### src/sv/cref_pkg.sv
// shared types, constants and accumulator helpers for the cell reference parser
package cref_pkg;

    localparam int unsigned CharWidth  = 8;
    localparam int unsigned IndexWidth = 32;
    localparam int unsigned TotalWidth = IndexWidth + 1;
    // widest value of total * 26 + 26 with total at most 2^32
    localparam int unsigned WideWidth  = TotalWidth + 5;
    localparam int unsigned StatusWidth = 3;
    localparam int unsigned OutDataWidth = 72;

    localparam logic [TotalWidth-1:0] LimitVal = {1'b1, {IndexWidth{1'b0}}};
    localparam logic [TotalWidth-1:0] SatVal   = {1'b1, {(IndexWidth-1){1'b0}}, 1'b1};

    localparam logic [CharWidth-1:0] CharZero  = 8'h30;
    localparam logic [CharWidth-1:0] CharNine  = 8'h39;
    localparam logic [CharWidth-1:0] CharUpA   = 8'h41;
    localparam logic [CharWidth-1:0] CharUpZ   = 8'h5A;

    typedef enum logic [1:0] {
        PH_LETTER = 2'd0,
        PH_DIGIT  = 2'd1,
        PH_TAIL   = 2'd2
    } phase_t;

    typedef enum logic [StatusWidth-1:0] {
        ST_OK         = 3'd0,
        ST_NO_DIGIT   = 3'd1,
        ST_NO_LETTERS = 3'd2,
        ST_BAD_LETTER = 3'd3,
        ST_ROW_BIG    = 3'd4,
        ST_COL_BIG    = 3'd5
    } status_t;

    // one accepted byte held in the input register
    typedef struct packed {
        logic                 valid;
        logic [CharWidth-1:0] char_code;
        logic                 last;
    } cref_item_t;

    // one finished reference on its way to the result register
    typedef struct packed {
        logic                  valid;
        logic [IndexWidth-1:0] column_index;
        logic [IndexWidth-1:0] row_index;
        status_t               status;
    } cref_result_t;

    // clamp a product-sum to the saturation marker once it passes 2^32
    function automatic logic [TotalWidth-1:0] sat_total(input logic [WideWidth-1:0] v);
        logic [TotalWidth-1:0] r;
        if (v > WideWidth'(LimitVal)) begin
            r = SatVal;
        end else begin
            r = v[TotalWidth-1:0];
        end
        return r;
    endfunction

    // total * 26 + add, saturating
    function automatic logic [TotalWidth-1:0] acc_base26(input logic [TotalWidth-1:0] total,
                                                         input logic [4:0] add);
        logic [WideWidth-1:0] t;
        logic [WideWidth-1:0] v;
        t = WideWidth'(total);
        v = (t << 4) + (t << 3) + (t << 1) + WideWidth'(add);
        return (total > LimitVal) ? SatVal : sat_total(v);
    endfunction

    // total * 10 + add, saturating
    function automatic logic [TotalWidth-1:0] acc_base10(input logic [TotalWidth-1:0] total,
                                                         input logic [3:0] add);
        logic [WideWidth-1:0] t;
        logic [WideWidth-1:0] v;
        t = WideWidth'(total);
        v = (t << 3) + (t << 1) + WideWidth'(add);
        return (total > LimitVal) ? SatVal : sat_total(v);
    endfunction

endpackage

### src/sv/cell_reference_parser_top.sv
// top level of the a1-style cell reference parser
// The block reads a spreadsheet cell reference such as AB12 one byte per transfer
// and, on the byte marked by tlast, returns one result transfer with the
// zero-based column, the row value minus one and a status code. Letters before
// the first digit are read as bijective base 26 (uppercase A to Z only), the
// first digit run gives the row, and anything after that run is ignored. A
// non-ok status forces both indexes to zero. Throughput is one byte per clock
// cycle unless a last byte is held back, limited by the multiply-add state update
// (times 26 for letters, times 10 for digits); a result passes from the parse
// logic into the result register on the master side. Bytes that do not end a
// reference keep flowing while a result waits; only a last byte stalls while
// the result register is still full. State clears after each finished reference.
module cell_reference_parser_top
    import cref_pkg::*;
(
    input  logic                    aclk,
    input  logic                    aresetn,
    // input byte stream
    input  logic                    s_tvalid,
    output logic                    s_tready,
    input  logic [CharWidth-1:0]    s_tdata,   // [7:0] char_code
    input  logic                    s_tlast,   // final byte of the reference
    // result stream
    output logic                    m_tvalid,
    input  logic                    m_tready,
    output logic [OutDataWidth-1:0] m_tdata    // [31:0] column_index, [63:32] row_index,
                                               // [66:64] status, [71:67] zero
);

    cref_item_t   item;
    cref_result_t result;
    logic         advance;
    logic         out_free;

    // input register, refilled in the same cycle it drains
    cref_in_stage u_in_stage (
        .aclk     (aclk),
        .aresetn  (aresetn),
        .s_tvalid (s_tvalid),
        .s_tready (s_tready),
        .s_tdata  (s_tdata),
        .s_tlast  (s_tlast),
        .advance  (advance),
        .item     (item)
    );

    // parse state and status evaluation
    cref_parse u_parse (
        .aclk     (aclk),
        .aresetn  (aresetn),
        .item     (item),
        .out_free (out_free),
        .advance  (advance),
        .result   (result)
    );

    // result register
    cref_out_stage u_out_stage (
        .aclk     (aclk),
        .aresetn  (aresetn),
        .result   (result),
        .out_free (out_free),
        .m_tvalid (m_tvalid),
        .m_tready (m_tready),
        .m_tdata  (m_tdata)
    );

endmodule

### src/sv/cref_in_stage.sv
// input register: holds one accepted byte until the parse stage consumes it
module cref_in_stage
    import cref_pkg::*;
(
    input  logic                 aclk,
    input  logic                 aresetn,
    input  logic                 s_tvalid,
    output logic                 s_tready,
    input  logic [CharWidth-1:0] s_tdata,   // [7:0] char_code
    input  logic                 s_tlast,
    input  logic                 advance,
    output cref_item_t           item
);

    logic                 valid_reg, valid_next;
    logic [CharWidth-1:0] char_reg;
    logic                 last_reg;

    assign s_tready = !valid_reg || advance;

    always_comb begin
        valid_next = valid_reg;
        if (s_tvalid && s_tready) begin
            valid_next = 1'b1;
        end else if (advance) begin
            valid_next = 1'b0;
        end
    end

    always_ff @(posedge aclk) begin
        if (!aresetn) begin
            valid_reg <= 1'b0;
        end else begin
            valid_reg <= valid_next;
        end
    end

    always_ff @(posedge aclk) begin
        if (s_tvalid && s_tready) begin
            char_reg <= s_tdata;
            last_reg <= s_tlast;
        end
    end

    assign item.valid     = valid_reg;
    assign item.char_code = char_reg;
    assign item.last      = last_reg;

endmodule

### src/sv/cref_parse.sv
// per-byte state update and end-of-reference status evaluation
module cref_parse
    import cref_pkg::*;
(
    input  logic         aclk,
    input  logic         aresetn,
    input  cref_item_t   item,
    input  logic         out_free,
    output logic         advance,
    output cref_result_t result
);

    phase_t                phase_reg, phase_next;
    logic [TotalWidth-1:0] col_reg, col_next;
    logic [TotalWidth-1:0] row_reg, row_next;
    logic                  seen_reg, seen_next;
    logic                  fault_reg, fault_next;

    logic                  is_digit;
    logic                  is_upper;
    logic [3:0]            digit_val;
    logic [4:0]            letter_val;
    logic [TotalWidth-1:0] col_m1;
    logic [TotalWidth-1:0] row_m1;
    status_t               status;

    // a byte leaves the input register unless its result would find the output full
    assign advance = item.valid && (!item.last || out_free);

    assign is_digit   = (item.char_code >= CharZero) && (item.char_code <= CharNine);
    assign is_upper   = (item.char_code >= CharUpA) && (item.char_code <= CharUpZ);
    assign digit_val  = 4'(item.char_code - CharZero);
    assign letter_val = 5'(item.char_code - CharUpA + 8'd1);

    // state after this byte
    always_comb begin
        phase_next = phase_reg;
        col_next   = col_reg;
        row_next   = row_reg;
        seen_next  = seen_reg;
        fault_next = fault_reg;
        unique case (phase_reg)
            PH_LETTER: begin
                if (is_digit) begin
                    phase_next = PH_DIGIT;
                    row_next   = TotalWidth'(digit_val);
                end else begin
                    seen_next = 1'b1;
                    if (!is_upper) begin
                        fault_next = 1'b1;
                    end else if (!fault_reg) begin
                        col_next = acc_base26(col_reg, letter_val);
                    end
                end
            end
            PH_DIGIT: begin
                if (is_digit) begin
                    row_next = acc_base10(row_reg, digit_val);
                end else begin
                    phase_next = PH_TAIL;
                end
            end
            default: begin
                // trailing text is ignored
            end
        endcase
    end

    // status precedence: no digit, no letters, bad letter, column, row
    always_comb begin
        if (phase_next == PH_LETTER) begin
            status = ST_NO_DIGIT;
        end else if (!seen_next) begin
            status = ST_NO_LETTERS;
        end else if (fault_next) begin
            status = ST_BAD_LETTER;
        end else if (col_next > LimitVal) begin
            status = ST_COL_BIG;
        end else if (row_next > LimitVal) begin
            status = ST_ROW_BIG;
        end else begin
            status = ST_OK;
        end
    end

    assign col_m1 = col_next - TotalWidth'(1);
    assign row_m1 = row_next - TotalWidth'(1);

    assign result.valid        = advance && item.last;
    assign result.status       = status;
    assign result.column_index = (status == ST_OK) ? col_m1[IndexWidth-1:0] : '0;
    assign result.row_index    = (status == ST_OK) ? row_m1[IndexWidth-1:0] : '0;

    always_ff @(posedge aclk) begin
        if (!aresetn) begin
            phase_reg <= PH_LETTER;
            col_reg   <= '0;
            row_reg   <= '0;
            seen_reg  <= 1'b0;
            fault_reg <= 1'b0;
        end else if (advance) begin
            if (item.last) begin
                // a finished reference leaves a clean slate for the next one
                phase_reg <= PH_LETTER;
                col_reg   <= '0;
                row_reg   <= '0;
                seen_reg  <= 1'b0;
                fault_reg <= 1'b0;
            end else begin
                phase_reg <= phase_next;
                col_reg   <= col_next;
                row_reg   <= row_next;
                seen_reg  <= seen_next;
                fault_reg <= fault_next;
            end
        end
    end

endmodule

### src/sv/cref_out_stage.sv
// result register on the master side
module cref_out_stage
    import cref_pkg::*;
(
    input  logic                    aclk,
    input  logic                    aresetn,
    input  cref_result_t            result,
    output logic                    out_free,
    output logic                    m_tvalid,
    input  logic                    m_tready,
    output logic [OutDataWidth-1:0] m_tdata
);

    logic                  valid_reg, valid_next;
    logic [IndexWidth-1:0] col_reg;
    logic [IndexWidth-1:0] row_reg;
    status_t               status_reg;

    assign out_free = !valid_reg || m_tready;

    always_comb begin
        valid_next = valid_reg;
        if (result.valid) begin
            valid_next = 1'b1;
        end else if (m_tready) begin
            valid_next = 1'b0;
        end
    end

    always_ff @(posedge aclk) begin
        if (!aresetn) begin
            valid_reg <= 1'b0;
        end else begin
            valid_reg <= valid_next;
        end
    end

    always_ff @(posedge aclk) begin
        if (result.valid) begin
            col_reg    <= result.column_index;
            row_reg    <= result.row_index;
            status_reg <= result.status;
        end
    end

    assign m_tvalid = valid_reg;
    assign m_tdata  = {{(OutDataWidth - 2*IndexWidth - StatusWidth){1'b0}},
                       status_reg, row_reg, col_reg};

endmodule

### config.mk
export PLATFORM = sky130hd
export DESIGN_NAME = cell_reference_parser_top
export DESIGN_NICKNAME = d
export VERILOG_FILES = /design/src/sv/cref_pkg.sv /design/src/sv/cell_reference_parser_top.sv /design/src/sv/cref_in_stage.sv /design/src/sv/cref_parse.sv /design/src/sv/cref_out_stage.sv
export SDC_FILE = /design/constraint.sdc
export NUM_CORES = 1
export LEC_CHECK = 0
export BUFFER_PORTS_ARGS = -buffer_cell sky130_fd_sc_hd__buf_4
export CAP_MARGIN = 20
export CORE_MARGIN = 4
export CORE_UTILIZATION = 50
export DETAILED_ROUTE_END_ITERATION = 12
export PLACE_DENSITY = 0.67
export SLEW_MARGIN = 15
export SYNTH_ARGS = -nofsm -noshare
export SYNTH_HDL_FRONTEND = slang
export SYNTH_SLANG_ARGS = --single-unit
### constraint.sdc
create_clock -name aclk -period 21.6 [get_ports aclk]
set_input_delay 1.08 -clock aclk [delete_from_list [all_inputs] [get_ports aclk]]
set_output_delay 1.08 -clock aclk [all_outputs]
set_load 0.005 [all_outputs]
==> impl_metrics.csv, run 1 <==
group,metric,value,unit
run_status,status,"completed",
route,wl_per_cell,21.8,um
global_routing,use_met2,40.5,%
clock_network,clock_path_buffers,2,
logic_synthesis,synth.cell_area,0.0156,sq mm
logic_synthesis,ys_seq_elements,148,
global_routing,grt_use_met1,46.8,%
power_and_ir_drop,powerDensity,39.3,mW/mm^2
clock_network,cts_root_buffer,"clkbuf_16",
layout,fin_nets,2107,
timing,tns,0,ns
die,die_w,185,um
route,drt_iter0_drc,1762,
die,die_h,185,um
timing,period_share,40.6,%
timing,setup_viol,0,
timing,hold_viol_final,0,
clock_network,holdBufCountCts,0,
power_and_ir_drop,vdd_ir_drop_max,52.9,uV
die,initial_core_util,50.9,%
timing,rsz0062_at_grt,"false",
clock_network,cts_buffers,17,
global_routing,grt-busiest-layer,"met1",
die,dieArea,0.0341,sq mm
logic_synthesis,ys_seq_area_share,23.8,%
place,place_hpwl,39700,um
place,routabilityCongestion,0.965,
logic_synthesis,synth_edf_count,76,
place,place_ws,13.07,ns
timing,tightest_slew,1.12,ns
setup_path,start_kind,"flip-flop",
timing,relSlewSlack,25.1,%
layout,drive_gt1_share,9.71,%
setup_path,reg2reg_slack,12.84,ns
clock_network,cts-htree-levels,4,
clock_network,numClockSinks,148,
setup_path,cp.arrival,8.98,ns
global_routing,grt_max_degree,71,
timing,slew_violations,0,
die,ios,87,
die,rows,64,
power_and_ir_drop,p_leak,7.13,nW
timing,min_period,8.76,ns
logic_synthesis,avgSynthCellArea,8.15,sq um
timing,max_freq,0.114,GHz
setup_path,worstPathMaxFanout,51,
global_routing,grt.overflow.total,0,
logic_synthesis,synth_warnings,0,
flow_run,maxCapViolCount,0,
place,numPortBuffers,81,
global_routing,antenna_found_initial,0,
min_path,hold_path_class,"reg2reg",
route,vias,15200,
setup_path,critical_path_required,21.82,ns
setup_path,path_class,"reg2reg",
global_routing,grt_pass1_vias,13800,
setup_path,cp-end-kind,"flip-flop",
layout,post-route-util,55.4,%
logic_synthesis,ys_types,96,
clock_network,tritoncts,"done",
clock_network,path_clk_slew,0.07,ns
clock_network,post_cts_buffers,0,
global_routing,gr-usage-met3,6.34,%
layout,areaGrowthSynthToFinish,8.73,%
clock_network,cts_resized,0,
logic_synthesis,async_flop_share,0,%
layout,antennaDiodeCount,0,
die,core,0.0307,sq mm
logic_synthesis,synthCells,1915,
route,final_antenna_net_count,0,
route,drtPass1Iterations,7,
global_routing,gr-usage-all-layers,29.6,%
route,drc,0,
logic_synthesis,synthFlopType,"edfxtp_1",
clock_network,worstSkewPairLatency,0.44,ns
timing,fin_ws,12.84,ns
route,vias_per_cell,6.48,
timing,fin_worst_skew,0.0127,ns
global_routing,grt_pass1_wl,79900,um
route,routed_wl,51000,um
-- final timing paths --
check,start,to,cells past startpoint
worst max-delay path,u_parse.col_reg[0],u_out_stage.row_reg[17],26
worst min-delay path,u_parse.col_reg[8],u_parse.col_reg[8],2
worst max register to register,u_parse.col_reg[0],u_out_stage.row_reg[17],26
worst min register to register,u_parse.col_reg[8],u_parse.col_reg[8],2
-- critical path, stage by stage (launching register included) --
cell and delay, ns:
dfxtp_1 0.40, inv_1 0.12, fa_1 0.51, inv_1 0.05, fa_1 0.52, inv_1 0.06, fa_1 0.46, nor2b_1 0.15
o21a_1 0.16, o21a_1 0.13, o21ai_0 0.13, a211oi_1 0.96, o21ai_0 0.25, a2111oi_0 0.47, nand4_1 0.20, o41a_1 0.63
or2_2 0.51, o22ai_1 0.37, ha_1 0.22, nand4_1 0.10, nor3b_1 0.24, nand2_1 0.07, o21a_1 0.23, a211oi_1 0.44
a31oi_4 0.30, buf_4 0.40, nor4_1 0.40
-- per-layer routing --
metal	wire (um)	vias to the layer above
met5	0	-
met1	24100	7243
met3	5600	58
li1	-	7141
met2	20400	735
met4	940	0
-- synthesized netlist by cell type, drive strengths merged, types with 12 or more instances --
library cell,number,area (sq um)
o31ai,12,90.1
buf,36,230
xnor2,69,604
nand4,30,203
nand2,150,563
and4,15,131
a21o,30,233
xor2,33,289
clkbuf,62,233
inv,111,417
a211oi,36,295
nor4,33,289
ha,125,1560
a21oi,111,559
nor3,95,480
edfxtp,76,2280
o22ai,24,150
a22oi,52,390
a21boi,16,120
or3,22,138
fa,35,701
or2,21,131
dfxtp,72,1440
nand3,57,285
nor2,121,454
o211ai,16,125
and2,45,282
nor3b,13,97.6
nor2b,51,319
o21ai,113,569
o21a,29,218
a31oi,21,146
and3,31,194
nand2b,13,81.3
-- final cells by class --
cell class / count / area (sq um)
timing repair buffer: 94 / 706
clock buffer: 18 / 429
tap: 396 / 495
fill: 2847 / 13700
sequential: 148 / 3720
inverter: 111 / 417
multi-input combinational: 1562 / 11000
clock inverter: 14 / 168
-- report_power, final --
part / switching (W) / leakage [nW] / total [W] / internal, W
clock: 0.000133 / 0.291 / 0.000307 / 0.000174
combinational: 0.0000363 / 5.56 / 0.0000579 / 0.0000215
sequential: 0.00000404 / 1.28 / 0.000303 / 0.000299
total: 0.000173 / 7.13 / 0.000668 / 0.000495
-- cells by family (layout without fill, tap and decap cells) --
| kind of cell | after synthesis | in the layout | synth area share (%) |
|---|---|---|---|
| AO/OA/AOI/OAI | 559 | 559 | 24.6 |
| adder cells (fa/ha/maj) | 160 | 160 | 14.5 |
| AND/OR/NAND/NOR | 728 | 728 | 25.2 |
| buffers and inverters | 209 | 237 | 5.63 |
| flip-flops | 148 | 148 | 23.8 |
| XOR/XNOR | 102 | 102 | 5.72 |
| other | 1 | 5 | 0.0240 |
| multiplexers | 8 | 8 | 0.529 |
-- per-stage QoR --
step	power (W)	area [sq um]	std cells	hold WS, ns
floorplan	0.000345	15600	1919	0.453
global placement	0.000366	16400	2311	0.471
detailed placement	0.000366	16400	2311	0.481
CTS	0.000669	17000	2343	0.502
global route	0.000689	17000	2343	0.561
finish	0.000668	17000	2343	0.508
-- cells in the final DEF (no fill, tap or decap), drive strengths merged, types with 69 or more instances in the layout --
cell type and count:
nand2 150, ha 125, dfxtp 72, nor3 95
edfxtp 76, o21ai 113, a21oi 111, inv 117
xnor2 69, buf 94, nor2 121
(Power assumes the default switching activity.)
==> inputs of run 2 (changes only) <==
--- a/config.mk
+++ b/config.mk
@@ -10,7 +10,7 @@
 export CORE_MARGIN = 4
 export CORE_UTILIZATION = 50
 export DETAILED_ROUTE_END_ITERATION = 12
-export PLACE_DENSITY = 0.67
+export PLACE_DENSITY = 0.7
 export SLEW_MARGIN = 15
 export SYNTH_ARGS = -nofsm -noshare
 export SYNTH_HDL_FRONTEND = slang
==> constraint.sdc (replaced) <==
create_clock -name aclk -period 7.35 [get_ports aclk]
set_input_delay 0.3675 -clock aclk [delete_from_list [all_inputs] [get_ports aclk]]
set_output_delay 0.3675 -clock aclk [all_outputs]
set_load 0.005 [all_outputs]
==> impl_metrics.csv, run 2 (synthesis results as in run 1) <==
group,metric,value,unit
run_status,status,"completed",
timing,fin_worst_skew,0.0150,ns
timing,fin_hold_ws,0.100,ns
clock_network,cts_root_buffer,"clkbuf_16",
setup_path,worstPathMaxFanout,27,
setup_path,cpPeakStageDelay,0.77,ns
setup_path,worstReg2RegStart,"u_parse.row_reg[0]",
die,ios,87,
power_and_ir_drop,powerDensity,117,mW/mm^2
flow_run,maxCapViolCount,0,
setup_path,critPathLaunch,"u_parse.row_reg[0]",
setup_path,critical_path_required,7.61,ns
layout,layout_commonest_cell,"nand2_1",
clock_network,worstSkewPairLatency,0.44,ns
place,numPortBuffers,81,
die,die_h,185,um
setup_path,crit_chain,"ha_1, inv_1, fa_1, nand2b_1, a211o_1, a21oi_1, nor2_1, xor2_1, or4_1, nor4_1, or2_2, or4b_1, nor4_1, buf_4, o21a_1, o21ai_0, o21ai_0, ha_1, nand2_1, a211oi_4, a31oi_4, buf_4, a211oi_1",
global_routing,grt_pass1_wl,82400,um
global_routing,grt.overflow.total,0,
layout,drive_gt1_share,12.0,%
clock_network,clock_path_buffers,2,
route,drc,0,
setup_path,worstSetupEndpoint,"u_out_stage.col_reg[8]",
die,rows,64,
place,routabilityCongestion,0.972,
layout,fillers,2842,
clock_network,path_clk_slew,0.07,ns
setup_path,crit_cells,23,
layout,layout_common_cells,"nand2_1 (150), buf_4 (126), ha_1 (123), nor2_1 (120), inv_1 (110)",
place,place_hpwl,41400,um
timing,slew_violations,0,
timing,tightest_slew,0.997,ns
timing,max_freq,0.144,GHz
timing,setup_viol,0,
setup_path,slowest_stage,"or4_1",
route,drt_iter0_drc,1800,
route,routed_wl,53500,um
setup_path,path_class,"reg2reg",
clock_network,numClockSinks,148,
die,initial_core_util,50.9,%
die,die_w,185,um
layout,fin_cells,2377,
power_and_ir_drop,p_leak,7.31,nW
power_and_ir_drop,total_power,0.00203,W
global_routing,grt_max_degree,71,
route,vias,15500,
timing,tns,0,ns
timing,relSlewSlack,33.5,%
setup_path,path_buf_inv,3,
setup_path,start_kind,"flip-flop",
setup_path,reg2reg_depth,23,
global_routing,antenna_found_initial,0,
clock_network,cts_buffers,17,
global_routing,gr-usage-all-layers,30.5,%
min_path,hold_path_class,"in2reg",
setup_path,cp-end-kind,"flip-flop",
clock_network,tritoncts,"done",
timing,hold_viol_final,0,
die,dieArea,0.0341,sq mm
setup_path,cpLargestDelayFamily,"simple AND/OR/NAND/NOR gates",
clock_network,cts-htree-levels,4,
place,dp_cells,2341,
layout,areaGrowthSynthToFinish,11.2,%
power_and_ir_drop,vdd_ir_drop_max,119,uV
route,vias_per_cell,6.52,
timing,min_period,6.97,ns
setup_path,cp.arrival,7.23,ns
route,drtPass1Iterations,8,
global_routing,grt_pass1_vias,14500,
clock_network,holdBufCountCts,0,
layout,fin_nets,2141,
die,core,0.0307,sq mm
layout,antennaDiodeCount,0,
setup_path,r2r-end,"u_out_stage.col_reg[8]",
setup_path,reg2reg_slack,0.38,ns
route,final_antenna_net_count,0,
route,wl_per_cell,22.5,um
timing,period_share,94.8,%
[run 2: cell types whose count changed in the layout (fill, tap and decap cells not counted), sizes merged]
cell	change
clkinv	-1
a31oi	+1
buf	+33
clkinvlp	+1
bufinv	+1
inv	-1
[run 2: where the power goes]
part           switching [W]  internal [W]  total (W)
logic               0.000120     0.0000683   0.000188
clock network       0.000404      0.000547   0.000950
registers          0.0000102      0.000879   0.000890
[run 2: metrics by stage]
step                utilization, %  setup slack (ns)  cell area [sq um]
floorplan                        -             0.229              15600
global route                  56.6          -0.00915              17400
global placement              54.1             0.141              16600
detailed placement            54.1           -0.0776              16600
CTS                           56.2           0.00548              17200
finish                        56.6             0.382              17400
[run 2: worst min path at each step]
stage / from / end / slack, ns / cells after the start
final: s_tlast / u_in_stage.last_reg / 0.10 / 1
after global routing: s_tdata[5] / u_in_stage.char_reg[5] / 0.09 / 1
after CTS: s_tlast / u_in_stage.last_reg / 0.09 / 1
after detailed placement: u_parse.seen_reg / u_parse.seen_reg / 0.48 / 2
after global placement: u_parse.seen_reg / u_parse.seen_reg / 0.48 / 2
after floorplan: u_parse.seen_reg / u_parse.seen_reg / 0.45 / 2
[run 2: repair_timing]
| action | in CTS | in global routing |
|---|---|---|
| resized for setup | 2 | 31 |
| hold endpoints to repair | 0 | 0 |
| setup buffers | 0 | 2 |
| setup endpoints to repair | 30 | 64 |
| pin swaps | 0 | 5 |
| cloned | 0 | 1 |
[run 2: layout make-up]
type | instances | area, sq um | area share (%)
clock buffers | 18 | 429 | 2.47
clock inverters | 14 | 195 | 1.12
inverters | 111 | 417 | 2.40
multi-input cells | 1563 | 11100 | 64.2
flip-flops and latches | 148 | 3720 | 21.5
well taps | 396 | 495 | 2.85
repair buffers | 127 | 957 | 5.52
[run 2: layer usage]
| layer | vias up | share of wire (%) | wire [um] | track usage, % |
|---|---|---|---|---|
| li1 | 7210 | - | - | - |
| met1 | 7366 | 43 | 23200 | 44.4 |
| met2 | 819 | 43 | 23100 | 46.9 |
| met3 | 98 | 11 | 5710 | 5.03 |
| met4 | 0 | 2.6 | 1420 | 8.72 |
| met5 | - | 0 | 0 | 0 |
